<file path="src/hdl/clc_pkg.sv">
`default_nettype none
package clc_pkg;

   // Input word and its decimal form.
   localparam int NUM_BITS   = 54;
   localparam int REQ_DATA_W = 56;
   localparam int NUM_DIGITS = 17;
   localparam int BCD_W      = NUM_DIGITS * 4;

   // Step counter covers the longer of the two passes.
   localparam int CNT_W = 6;
   localparam int POS_W = 5;

   // Result fields.
   localparam int CLASS_W    = 2;
   localparam int COUNT_W    = 5;
   localparam int RSP_DATA_W = 8;
   localparam int MAX_DIGITS = 17;

   typedef enum logic [CLASS_W-1:0] {
      CLASS_INVALID = 2'd0,
      CLASS_PFX_3X  = 2'd1,
      CLASS_PFX_5X  = 2'd2,
      CLASS_PFX_4X  = 2'd3
   } card_class_type;

   // Commands from the controller to the datapath.
   typedef struct packed {
      logic             load;
      logic             conv_step;
      logic             scan_step;
      logic             emit;
      logic [POS_W-1:0] pos;
   } cmd_type;

endpackage
`default_nettype wire

</file>
<file path="src/hdl/clc_ctrl.sv">
`default_nettype none
module clc_ctrl (
   input  wire logic            clock,
   input  wire logic            reset,
   input  wire logic            req_tvalid,
   output logic                 req_tready,
   output logic                 rsp_tvalid,
   input  wire logic            rsp_tready,
   output clc_pkg::cmd_type     cmd
);

   typedef enum logic [3:0] {
      ST_IDLE   = 4'b0001,
      ST_CONV   = 4'b0010,
      ST_SCAN   = 4'b0100,
      ST_FINISH = 4'b1000
   } state_type;

   state_type                  state_ff, state_in;
   logic [clc_pkg::CNT_W-1:0]  cnt_ff, cnt_in;
   logic                       rsp_valid_ff, rsp_valid_in;

   always_comb begin
      state_in      = state_ff;
      cnt_in        = cnt_ff;
      cmd           = '0;
      cmd.pos       = cnt_ff[clc_pkg::POS_W-1:0];
      req_tready    = 1'b0;
      unique case (state_ff)
         ST_IDLE: begin
            req_tready = 1'b1;
            if (req_tvalid) begin
               cmd.load = 1'b1;
               cnt_in   = '0;
               state_in = ST_CONV;
            end
         end
         ST_CONV: begin
            cmd.conv_step = 1'b1;
            if (cnt_ff == clc_pkg::CNT_W'(clc_pkg::NUM_BITS - 1)) begin
               cnt_in   = '0;
               state_in = ST_SCAN;
            end else begin
               cnt_in = cnt_ff + 1'b1;
            end
         end
         ST_SCAN: begin
            cmd.scan_step = 1'b1;
            if (cnt_ff == clc_pkg::CNT_W'(clc_pkg::NUM_DIGITS - 1)) begin
               state_in = ST_FINISH;
            end else begin
               cnt_in = cnt_ff + 1'b1;
            end
         end
         ST_FINISH: begin
            if (!rsp_valid_ff || rsp_tready) begin
               cmd.emit = 1'b1;
               state_in = ST_IDLE;
            end
         end
         default: begin
            state_in = ST_IDLE;
         end
      endcase
      rsp_valid_in = cmd.emit ? 1'b1 : (rsp_tready ? 1'b0 : rsp_valid_ff);
   end

   always_ff @(posedge clock) begin
      if (reset) begin
         state_ff     <= ST_IDLE;
         cnt_ff       <= '0;
         rsp_valid_ff <= 1'b0;
      end else begin
         state_ff     <= state_in;
         cnt_ff       <= cnt_in;
         rsp_valid_ff <= rsp_valid_in;
      end
   end

   assign rsp_tvalid = rsp_valid_ff;

   a_accept_starts_conv: assert property (@(posedge clock) disable iff (reset)
      (req_tvalid && req_tready) |=> (state_ff == ST_CONV))
      else $error("accepted item did not start conversion");

   a_conv_count_bound: assert property (@(posedge clock) disable iff (reset)
      (state_ff == ST_CONV) |-> (cnt_ff < clc_pkg::CNT_W'(clc_pkg::NUM_BITS)))
      else $error("conversion step count out of range");

   a_emit_no_overwrite: assert property (@(posedge clock) disable iff (reset)
      cmd.emit |-> (!rsp_valid_ff || rsp_tready))
      else $error("result overwritten before it was taken");

   a_scan_follows_conv: assert property (@(posedge clock) disable iff (reset)
      ((state_ff == ST_CONV) && (cnt_ff == clc_pkg::CNT_W'(clc_pkg::NUM_BITS - 1)))
      |=> (state_ff == ST_SCAN) && (cnt_ff == '0))
      else $error("digit scan did not follow conversion");

endmodule
`default_nettype wire

</file>
<file path="src/hdl/clc_dp.sv">
`default_nettype none
module clc_dp (
   input  wire logic                             clock,
   input  wire clc_pkg::cmd_type                 cmd,
   input  wire logic [clc_pkg::NUM_BITS-1:0]     card_number,
   output logic [clc_pkg::CLASS_W-1:0]           card_class,
   output logic [clc_pkg::COUNT_W-1:0]           digit_count,
   output logic                                  luhn_pass
);

   logic [clc_pkg::NUM_BITS-1:0] bin_ff, bin_in;
   logic [clc_pkg::BCD_W-1:0]    bcd_ff, bcd_in;
   logic [3:0]                   sum_ff, sum_in;
   logic [clc_pkg::COUNT_W-1:0]  count_ff, count_in;
   logic [3:0]                   hi_ff, hi_in;
   logic [3:0]                   lo_ff, lo_in;
   logic [3:0]                   prev_ff, prev_in;

   logic [clc_pkg::CLASS_W-1:0]  class_ff, class_in;
   logic [clc_pkg::COUNT_W-1:0]  dcount_ff, dcount_in;
   logic                         pass_ff, pass_in;

   logic [clc_pkg::BCD_W-1:0]    bcd_adj;
   logic [3:0]                   digit;
   logic [3:0]                   contrib;
   logic [4:0]                   sum_raw;
   logic                         count_ok;
   logic                         luhn_ok;

   // Shift-and-add-3 adjust: every digit at five or more gets three added.
   always_comb begin
      bcd_adj = bcd_ff;
      for (int i = 0; i < clc_pkg::NUM_DIGITS; i++) begin
         if (bcd_ff[i*4 +: 4] >= 4'd5) begin
            bcd_adj[i*4 +: 4] = bcd_ff[i*4 +: 4] + 4'd3;
         end
      end
   end

   // Luhn contribution of the units digit of the shifting register.
   always_comb begin
      digit = bcd_ff[3:0];
      if (!cmd.pos[0]) begin
         contrib = digit;
      end else if (digit >= 4'd5) begin
         contrib = 4'((5'(digit) << 1) - 5'd9);
      end else begin
         contrib = 4'(digit << 1);
      end
      sum_raw = 5'(sum_ff) + 5'(contrib);
   end

   always_comb begin
      bin_in   = bin_ff;
      bcd_in   = bcd_ff;
      sum_in   = sum_ff;
      count_in = count_ff;
      hi_in    = hi_ff;
      lo_in    = lo_ff;
      prev_in  = prev_ff;
      if (cmd.load) begin
         bin_in   = card_number;
         bcd_in   = '0;
         sum_in   = '0;
         count_in = '0;
         hi_in    = '0;
         lo_in    = '0;
         prev_in  = '0;
      end else if (cmd.conv_step) begin
         bcd_in = {bcd_adj[clc_pkg::BCD_W-2:0], bin_ff[clc_pkg::NUM_BITS-1]};
         bin_in = {bin_ff[clc_pkg::NUM_BITS-2:0], 1'b0};
      end else if (cmd.scan_step) begin
         bcd_in  = {4'd0, bcd_ff[clc_pkg::BCD_W-1:4]};
         sum_in  = (sum_raw >= 5'd10) ? 4'(sum_raw - 5'd10) : sum_raw[3:0];
         prev_in = digit;
         if (digit != 4'd0) begin
            count_in = clc_pkg::COUNT_W'(cmd.pos) + 1'b1;
            hi_in    = digit;
            lo_in    = prev_ff;
         end
      end
   end

   // Classification from the finished digit scan.
   always_comb begin
      luhn_ok  = (sum_ff == 4'd0);
      count_ok = (count_ff == 5'd13) || (count_ff == 5'd15) || (count_ff == 5'd16);
      class_in = class_ff;
      dcount_in = dcount_ff;
      pass_in  = pass_ff;
      if (cmd.emit) begin
         pass_in = luhn_ok;
         if (count_ff > clc_pkg::COUNT_W'(clc_pkg::MAX_DIGITS)) begin
            dcount_in = clc_pkg::COUNT_W'(clc_pkg::MAX_DIGITS);
         end else begin
            dcount_in = count_ff;
         end
         class_in = clc_pkg::CLASS_INVALID;
         if (count_ok && luhn_ok) begin
            priority if (hi_ff == 4'd5 && lo_ff > 4'd0 && lo_ff < 4'd6) begin
               class_in = clc_pkg::CLASS_PFX_5X;
            end else if (hi_ff == 4'd3 && (lo_ff == 4'd4 || lo_ff == 4'd7)) begin
               class_in = clc_pkg::CLASS_PFX_3X;
            end else if (hi_ff == 4'd4) begin
               class_in = clc_pkg::CLASS_PFX_4X;
            end else begin
               class_in = clc_pkg::CLASS_INVALID;
            end
         end
      end
   end

   always_ff @(posedge clock) begin
      bin_ff    <= bin_in;
      bcd_ff    <= bcd_in;
      sum_ff    <= sum_in;
      count_ff  <= count_in;
      hi_ff     <= hi_in;
      lo_ff     <= lo_in;
      prev_ff   <= prev_in;
      class_ff  <= class_in;
      dcount_ff <= dcount_in;
      pass_ff   <= pass_in;
   end

   assign card_class  = class_ff;
   assign digit_count = dcount_ff;
   assign luhn_pass   = pass_ff;

endmodule
`default_nettype wire

</file>
<file path="src/hdl/card_number_luhn_classify.sv">
// Card number checksum and prefix classifier.
//
// The req_ channel carries one item per card number: the number as an
// unsigned binary integer in req_tdata[53:0]; the top two bits are ignored.
// The rsp_ channel returns exactly one item per accepted input, in order:
// the class code, the decimal digit count and the Luhn pass flag.
//
// An item is worked on alone. The binary word is converted to 17 decimal
// digits by shift-and-add-3, one input bit per cycle, then the digits are
// scanned from the units position, one per cycle, accumulating the Luhn
// sum, the digit count and the two leading digits. A finish state then
// loads the result register that drives rsp_tvalid, and the controller
// returns to idle, so a new item is taken only once the last one is
// through.
//
// The result sits in an output register, so the next item is accepted while
// a finished result still waits. If the receiver holds rsp_tready low, the
// following result waits in the controller after its scan until the register
// frees up, and no further item is accepted meanwhile.
// Synchronous reset returns the controller to idle and drops rsp_tvalid.
`default_nettype none
module card_number_luhn_classify (
   input  wire logic                               clock,
   input  wire logic                               reset,
   input  wire logic                               req_tvalid,
   output logic                                    req_tready,
   input  wire logic [clc_pkg::REQ_DATA_W-1:0]     req_tdata,  // card_number[53:0]
   output logic                                    rsp_tvalid,
   input  wire logic                               rsp_tready,
   output logic [clc_pkg::RSP_DATA_W-1:0]          rsp_tdata   // card_class[1:0],
                                                               // digit_count[6:2],
                                                               // luhn_pass[7]
);

   // Command bundle from the sequencer to the datapath.
   clc_pkg::cmd_type                 cmd;
   logic [clc_pkg::CLASS_W-1:0]      card_class;
   logic [clc_pkg::COUNT_W-1:0]      digit_count;
   logic                             luhn_pass;

   clc_ctrl u_ctrl (
      .clock      (clock),
      .reset      (reset),
      .req_tvalid (req_tvalid),
      .req_tready (req_tready),
      .rsp_tvalid (rsp_tvalid),
      .rsp_tready (rsp_tready),
      .cmd        (cmd)
   );

   clc_dp u_dp (
      .clock       (clock),
      .cmd         (cmd),
      .card_number (req_tdata[clc_pkg::NUM_BITS-1:0]),
      .card_class  (card_class),
      .digit_count (digit_count),
      .luhn_pass   (luhn_pass)
   );

   // Result fields packed from the lowest bit up.
   assign rsp_tdata = {luhn_pass, digit_count, card_class};

endmodule
`default_nettype wire

</file>
<file path="config.mk">
export PLATFORM = sky130hd
export DESIGN_NAME = card_number_luhn_classify
export DESIGN_NICKNAME = d
export VERILOG_FILES = /design/src/hdl/clc_pkg.sv /design/src/hdl/clc_ctrl.sv /design/src/hdl/clc_dp.sv /design/src/hdl/card_number_luhn_classify.sv
export SDC_FILE = /design/constraint.sdc
export NUM_CORES = 1
export LEC_CHECK = 0
export CAP_MARGIN = 15
export CORE_MARGIN = 1
export CORE_UTILIZATION = 65
export DETAILED_ROUTE_END_ITERATION = 8
export DONT_BUFFER_PORTS = 1
export PLACE_DENSITY = 0.81
export SLEW_MARGIN = 20
export SYNTH_ARGS = -nofsm -noshare
export SYNTH_HDL_FRONTEND = slang
export SYNTH_SLANG_ARGS = --single-unit
</file>
<file path="constraint.sdc">
create_clock -name clock -period 6.77 [get_ports clock]
set_input_delay 0.3385 -clock clock [delete_from_list [all_inputs] [get_ports clock]]
set_output_delay 0.3385 -clock clock [all_outputs]
set_load 0.005 [all_outputs]
</file>
Yosys cells after proc, flatten, opt, wreduce, memory -nomap -nowiden

Index checks and enable logic that the tools add are counted.
Widths: inputs -> output; s select.

Output and inout port bits: 10
Register bits: 162

Bitwise operators: 2
Reductions and logical operators: 20
Eq/ne operators: 19
Order comparisons: 21
Add/subtract/negate cells: 22
Muxes and demuxes: 45

Operators by type and width:

| operator            | count |
|---|---|
| $mux 68             | 2 |
| $mux 54             | 2 |
| $mux 4              | 23 |
| $ge 4x3->1 const B  | 17 |
| $add 4x2->4 const B | 16 |
| $eq 4x3->1 const B  | 5 |
| $mux 6              | 3 |
| $pmux 6 s3          | 1 |
| $pmux 4 s4          | 1 |
| $eq 5x4->1 const B  | 2 |
| $mux 1              | 9 |
| $eq 4x2->1 const B  | 2 |
| $sub 4x4->4 const B | 2 |
| $add 6x1->6 const B | 1 |
| $eq 6x5->1 const B  | 1 |
| $eq 6x6->1 const B  | 1 |
| $mux 2              | 3 |
| $ne 2x1->1 const B  | 3 |
| $reduce_and 3->1    | 2 |
| $reduce_bool 2->1   | 3 |
| $add 4x4->5         | 1 |
| $add 5x1->5 const B | 1 |
| $eq 5x5->1 const B  | 1 |
| $ge 5x4->1 const B  | 1 |
| 18 further kinds    | 26 |

Logic depth before layout (Yosys ltp)

Word-level depth: 6
Mapped depth: 17
Gate-level depth less buffers: 16

Hierarchy

From an unflattened synthesis, not the netlist that was laid out.

Cells, all modules: 912
Area, all modules: 8817.2 µm²

By module, submodules not included:

| module                    | cells an instance | area each (µm²) | instances |
|---|---|---|---|
| clc_dp                    | 810               | 7978.9          | 1 |
| clc_ctrl                  | 101               | 830.8           | 1 |
| card_number_luhn_classify | 1                 | 7.5             | 1 |

Worst setup path before layout

No wires, ideal clock.

Path type: reg-to-reg
Start: register u_dp.bcd_ff[0] (netlist bit)
End: register u_dp.sum_ff[1]
Stages on the path, launching flop included: 17
Data required time: 6.647 ns
Path slack: 3.331 ns
Setup time: 0.123 ns
Arrival: 3.315 ns
Cells stage by stage: dfxtp_1 -> clkbuf_1 -> inv_1 -> ha_1 -> nand2b_1 -> a21oi_1 -> xnor2_1 -> nand2_1 -> a21boi_0 -> fa_1 -> xnor2_1 -> inv_1 -> ha_1 -> o31ai_1 -> or3b_2 -> a211oi_1 -> nor3b_1

Word-level cells in the longest chain between the ends: 6

RTL lines:

| item                                      | line                       | text |
|---|---|---|
| from (decl)                               | clc_dp.sv:12               | `logic [clc_pkg::BCD_W-1:0] bcd_ff, bcd_in;` |
| from (signal assigned)                    | clc_dp.sv:115              | `bcd_ff <= bcd_in;` |
| $sub 4x4->4 or $ge 4x3->1 (tied branches) | clc_dp.sv:46, clc_dp.sv:45 |  |
| $mux 4                                    | clc_dp.sv:45               | `end else if (digit >= 4'd5) begin` |
| $mux 4 (*)                                | clc_dp.sv:43               | `if (!cmd.pos[0]) begin` |
| $add 4x4->5 (*)                           | clc_dp.sv:50               | `sum_raw = 5'(sum_ff) + 5'(contrib);` |
| $sub 4x4->4 or $ge 5x4->1 (tied branches) | clc_dp.sv:74               | `sum_in = (sum_raw >= 5'd10) ? 4'(sum_raw - 5'd10) : sum_raw[3:0];` |
| $mux 4 (*)                                | clc_dp.sv:74               |  |
| to (signal assigned)                      | clc_dp.sv:116              | `sum_ff <= sum_in;` |
| to (decl)                                 | clc_dp.sv:13               | `logic [3:0] sum_ff, sum_in;` |

Mark *: on every way between the ends. The rest lies on a longest branch, timed or not.
A chain may end at the register's enable or synchronous reset.

Worst setup path after layout

Start: register u_dp.bcd_ff[1] (netlist bit)
End: register u_dp.sum_ff[1]

Word-level cells in the longest chain between the ends: 6

RTL lines:

| item                                      | line |
|---|---|
| $sub 4x4->4 or $ge 4x3->1 (tied branches) | clc_dp.sv:46, clc_dp.sv:45 |
| $mux 4                                    | clc_dp.sv:45 |
| $mux 4 (*)                                | clc_dp.sv:43 |
| $add 4x4->5 (*)                           | clc_dp.sv:50 |
| $ge 5x4->1 or $sub 4x4->4 (tied branches) | clc_dp.sv:74 |
| $mux 4 (*)                                | clc_dp.sv:74 |

Marked as above.

==> run_results.csv <==
group,metric,value,unit
power_and_ir_drop,p_per_area,265,nW/um2
floorplan,io_pins,70,
status,run_status,"completed",
yosys,yosysWarningCount,0,
sta,relSlewSlack,36.0,%
yosys,avgSynthCellArea,8.81,um2
detailed_routing,top_layer_used,"met4",
sta,slew_violations,0,
global_route,grt_remaining_overflow,0,
sta,hold_viol,0,
global_route,grt_pass1_wl,29300,um
hold_path,hold_depth,2,
sta,setup-tns-final,0,ns
yosys,synth_area_leaders,"dfxtp_1, edfxtp_1, nand2_1, ha_1, a21oi_1",
yosys,yosysUniqueCellTypes,58,
final_layout,final_common_cell,"nand2_1",
clocking,clk_pin_slew_worst_paths,0.07,ns
worst_setup_path,cp_max_fo,6,
yosys,synth_top_area_share,23.5,%
detailed_routing,drc_errors,0,
floorplan,start_util,67.2,%
detailed_routing,dr_wl_met3,1070,um
clocking,ctsRootBufferMaster,"clkbuf_16",
detailed_routing,final_antenna_net_count,0,
placed_design,dp_hpwl,11200,um
floorplan,die_x,116,um
detailed_routing,dr.pass1.iters,6,
detailed_routing,wl_met2,8700,um
worst_setup_path,critPathKind,"flop to flop",
yosys,synthesis.area,8510,um2
worst_setup_path,cp.required,7.07,ns
clocking,clock_path_buffers,2,
placed_design,place_congestion,0.834,
worst_setup_path,timing.rr.start,"u_dp.bcd_ff[1]",
sta,max_freq,262,MHz
yosys,ys_ff_latch,162,
clocking,clk_latency,0.42,ns
worst_setup_path,end_kind,"flop",
power_and_ir_drop,power.leakage,3.36,nW
floorplan,num_rows,41,
hold_path,hold_path_end,"u_dp.bin_ff[30]",
yosys,yosysTopAreaCell,"dfxtp_1",
floorplan,die_h,116,um
hold_path,hp-class,"input pin to flop",
sta,rsz0062_at_grt,"no",
hold_path,worstHoldStart,"req_tdata[30]",
sta,post-route-period-util,56.3,%
detailed_routing,avgViaCountPerCell,6.09,
clocking,cts_htree_levels,4,
clocking,clock-sinks,162,
yosys,synth_flop_cell,"dfxtp_1",
detailed_routing,via_count,6844,
worst_setup_path,start_kind,"flop",
yosys,syn_nets,1069,
global_route,grt_max_degree,109,
worst_setup_path,reg2reg_to,"u_dp.sum_ff[1]",
sta,skew,0.00972,ns
sta,worst_slew_pin_slew,0.958,ns
detailed_routing,first_iter_violations,482,
sta,setup_viol,0,
detailed_routing,wl_met1,7800,um
run,drv_cap,0,
global_route,grt_usage,27.5,%
detailed_routing,wl,17900,um
worst_setup_path,critPathArrivalTime,4.12,ns
clocking,cts_tree,"yes",
yosys,yosysSeqAreaShare,45.4,%
worst_setup_path,r2r_setup_slack,2.96,ns
yosys,async_flop_share,0,%
floorplan,dieArea,13600,um2
clocking,numCtsBuffers,17,
final_layout,final_util,72.0,%
power_and_ir_drop,ir_drop,0.000224,V
detailed_routing,avgRoutedWirePerCell,15.9,um
sta,period_needed,3.81,ns
final_layout,drive_gt1_share,5.89,%
placed_design,io_buffers,0,
yosys,synth_edf_count,62,
final_layout,final_cell_mix,"nand2_1, dfxtp_1, a21oi_1",
final_layout,syn_to_final_growth,7.10,%
worst_setup_path,reg2reg_depth,15,
floorplan,core,12700,um2
global_route,grt_pass1_vias,6538,
worst_setup_path,critPathLaunch,"u_dp.bcd_ff[1]",
global_route,antenna_found_initial,0,
final_layout,layout.nets,1040,
yosys,syn_inst,966,
-- how the worst max path moves through the flow --
stage                                 to  slack, ns  cells past startpoint
final                     u_dp.sum_ff[1]       2.96                     15
after global routing      u_dp.sum_ff[2]       2.67                     15
after detailed placement  u_dp.sum_ff[1]       3.06                     15
after global placement    u_dp.sum_ff[1]       3.19                     15
after floorplan           u_dp.sum_ff[1]       3.33                     16
after CTS                 u_dp.sum_ff[1]       2.98                     15
-- layout make-up --
class / instances / area (um2)
Multi-Input combinational cell: 703 / 4250
Fill cell: 944 / 3550
Clock inverter: 14 / 126
Inverter: 45 / 169
Clock buffer: 18 / 429
Antenna cell: 1 / 2.50
Sequential cell: 162 / 3860
Tap cell: 172 / 215
Timing Repair Buffer: 8 / 66.3
-- power breakdown --
part	total (W)	switching (W)	internal (W)
combinational	0.000331	0.000205	0.000126
clock	0.000907	0.000396	0.000511
sequential	0.00118	0.0000656	0.00111
total	0.00242	0.000667	0.00175
-- state kept, by name, summed over array words and instances, names as in the netlist --
register / cells
u_dp.hi_ff: 4
u_dp.sum_ff: 4
u_dp.prev_ff: 4
u_ctrl.rsp_tvalid: 1
u_dp.lo_ff: 4
u_ctrl.state_ff: 4
u_dp.luhn_pass: 1
u_dp.bcd_ff: 68
u_ctrl.cnt_ff: 6
u_dp.digit_count: 5
u_dp.card_class: 2
u_dp.count_ff: 5
u_dp.bin_ff: 54
-- metrics by stage --
step	cell area (um2)	hold WS (ns)	setup slack, ns	total power [W]	std cells
CTS	9110	0.0741	2.98	0.00243	1122
global route	9120	0.0692	2.67	0.00253	1122
detailed placement	8550	0.415	3.06	0.00153	1089
global placement	8550	0.410	3.19	0.00150	1089
floorplan	8510	0.408	3.33	0.00145	966
finish	9120	0.0902	2.96	0.00242	1123
-- critical path, stage by stage, from the launching register on --
cell and delay, ns:
dfxtp_1 0.37, inv_1 0.15, ha_1 0.31, nand2b_1 0.10
a21oi_1 0.34, xnor2_1 0.19, nand2_1 0.10, a21boi_0 0.18
fa_1 0.46, xnor2_1 0.26, inv_1 0.08, ha_1 0.24
o31ai_1 0.09, or3b_2 0.52, a211oi_1 0.23, nor3b_1 0.08
-- routing by layer --
metal  GRT usage [%]  vias to the layer above
met4            11.6                        0
met2            46.5                      192
met1            33.4                     3265
met3            7.01                       28
met5               0                        -
li1                -                     3359
-- logic make-up (layout without fill, tap and decap cells) --
kind of cell / count (synthesis) / count (layout) / share of synthesized area, %
flops: 162 / 162 / 45.4
fa+ha+maj: 43 / 43 / 6.41
buf+inv: 101 / 85 / 5.01
other cells: 0 / 1 / 0
xor+xnor: 23 / 23 / 2.37
compound gates: 240 / 240 / 19.3
mux: 10 / 10 / 1.19
simple gates: 387 / 387 / 20.4
-- cells in the mapped netlist (20+ instances only) --
cell        n
nand2_1   220
dfxtp_1   100
a21oi_1    79
nor2_1     73
edfxtp_1   62
a211oi_1   47
inv_1      45
ha_1       42
o21ai_0    35
clkbuf_1   31
nand2b_1   26
nor3b_1    25
buf_2      20
-- repair_timing --
action / 4_1_cts / 5_1_grt
hold endpoints to repair: 4 / 0
buffers inserted: 0 / 0
hold buffers: 1 / 0
resized for setup: 0 / 0
Power figures use the tool's default switching activity.
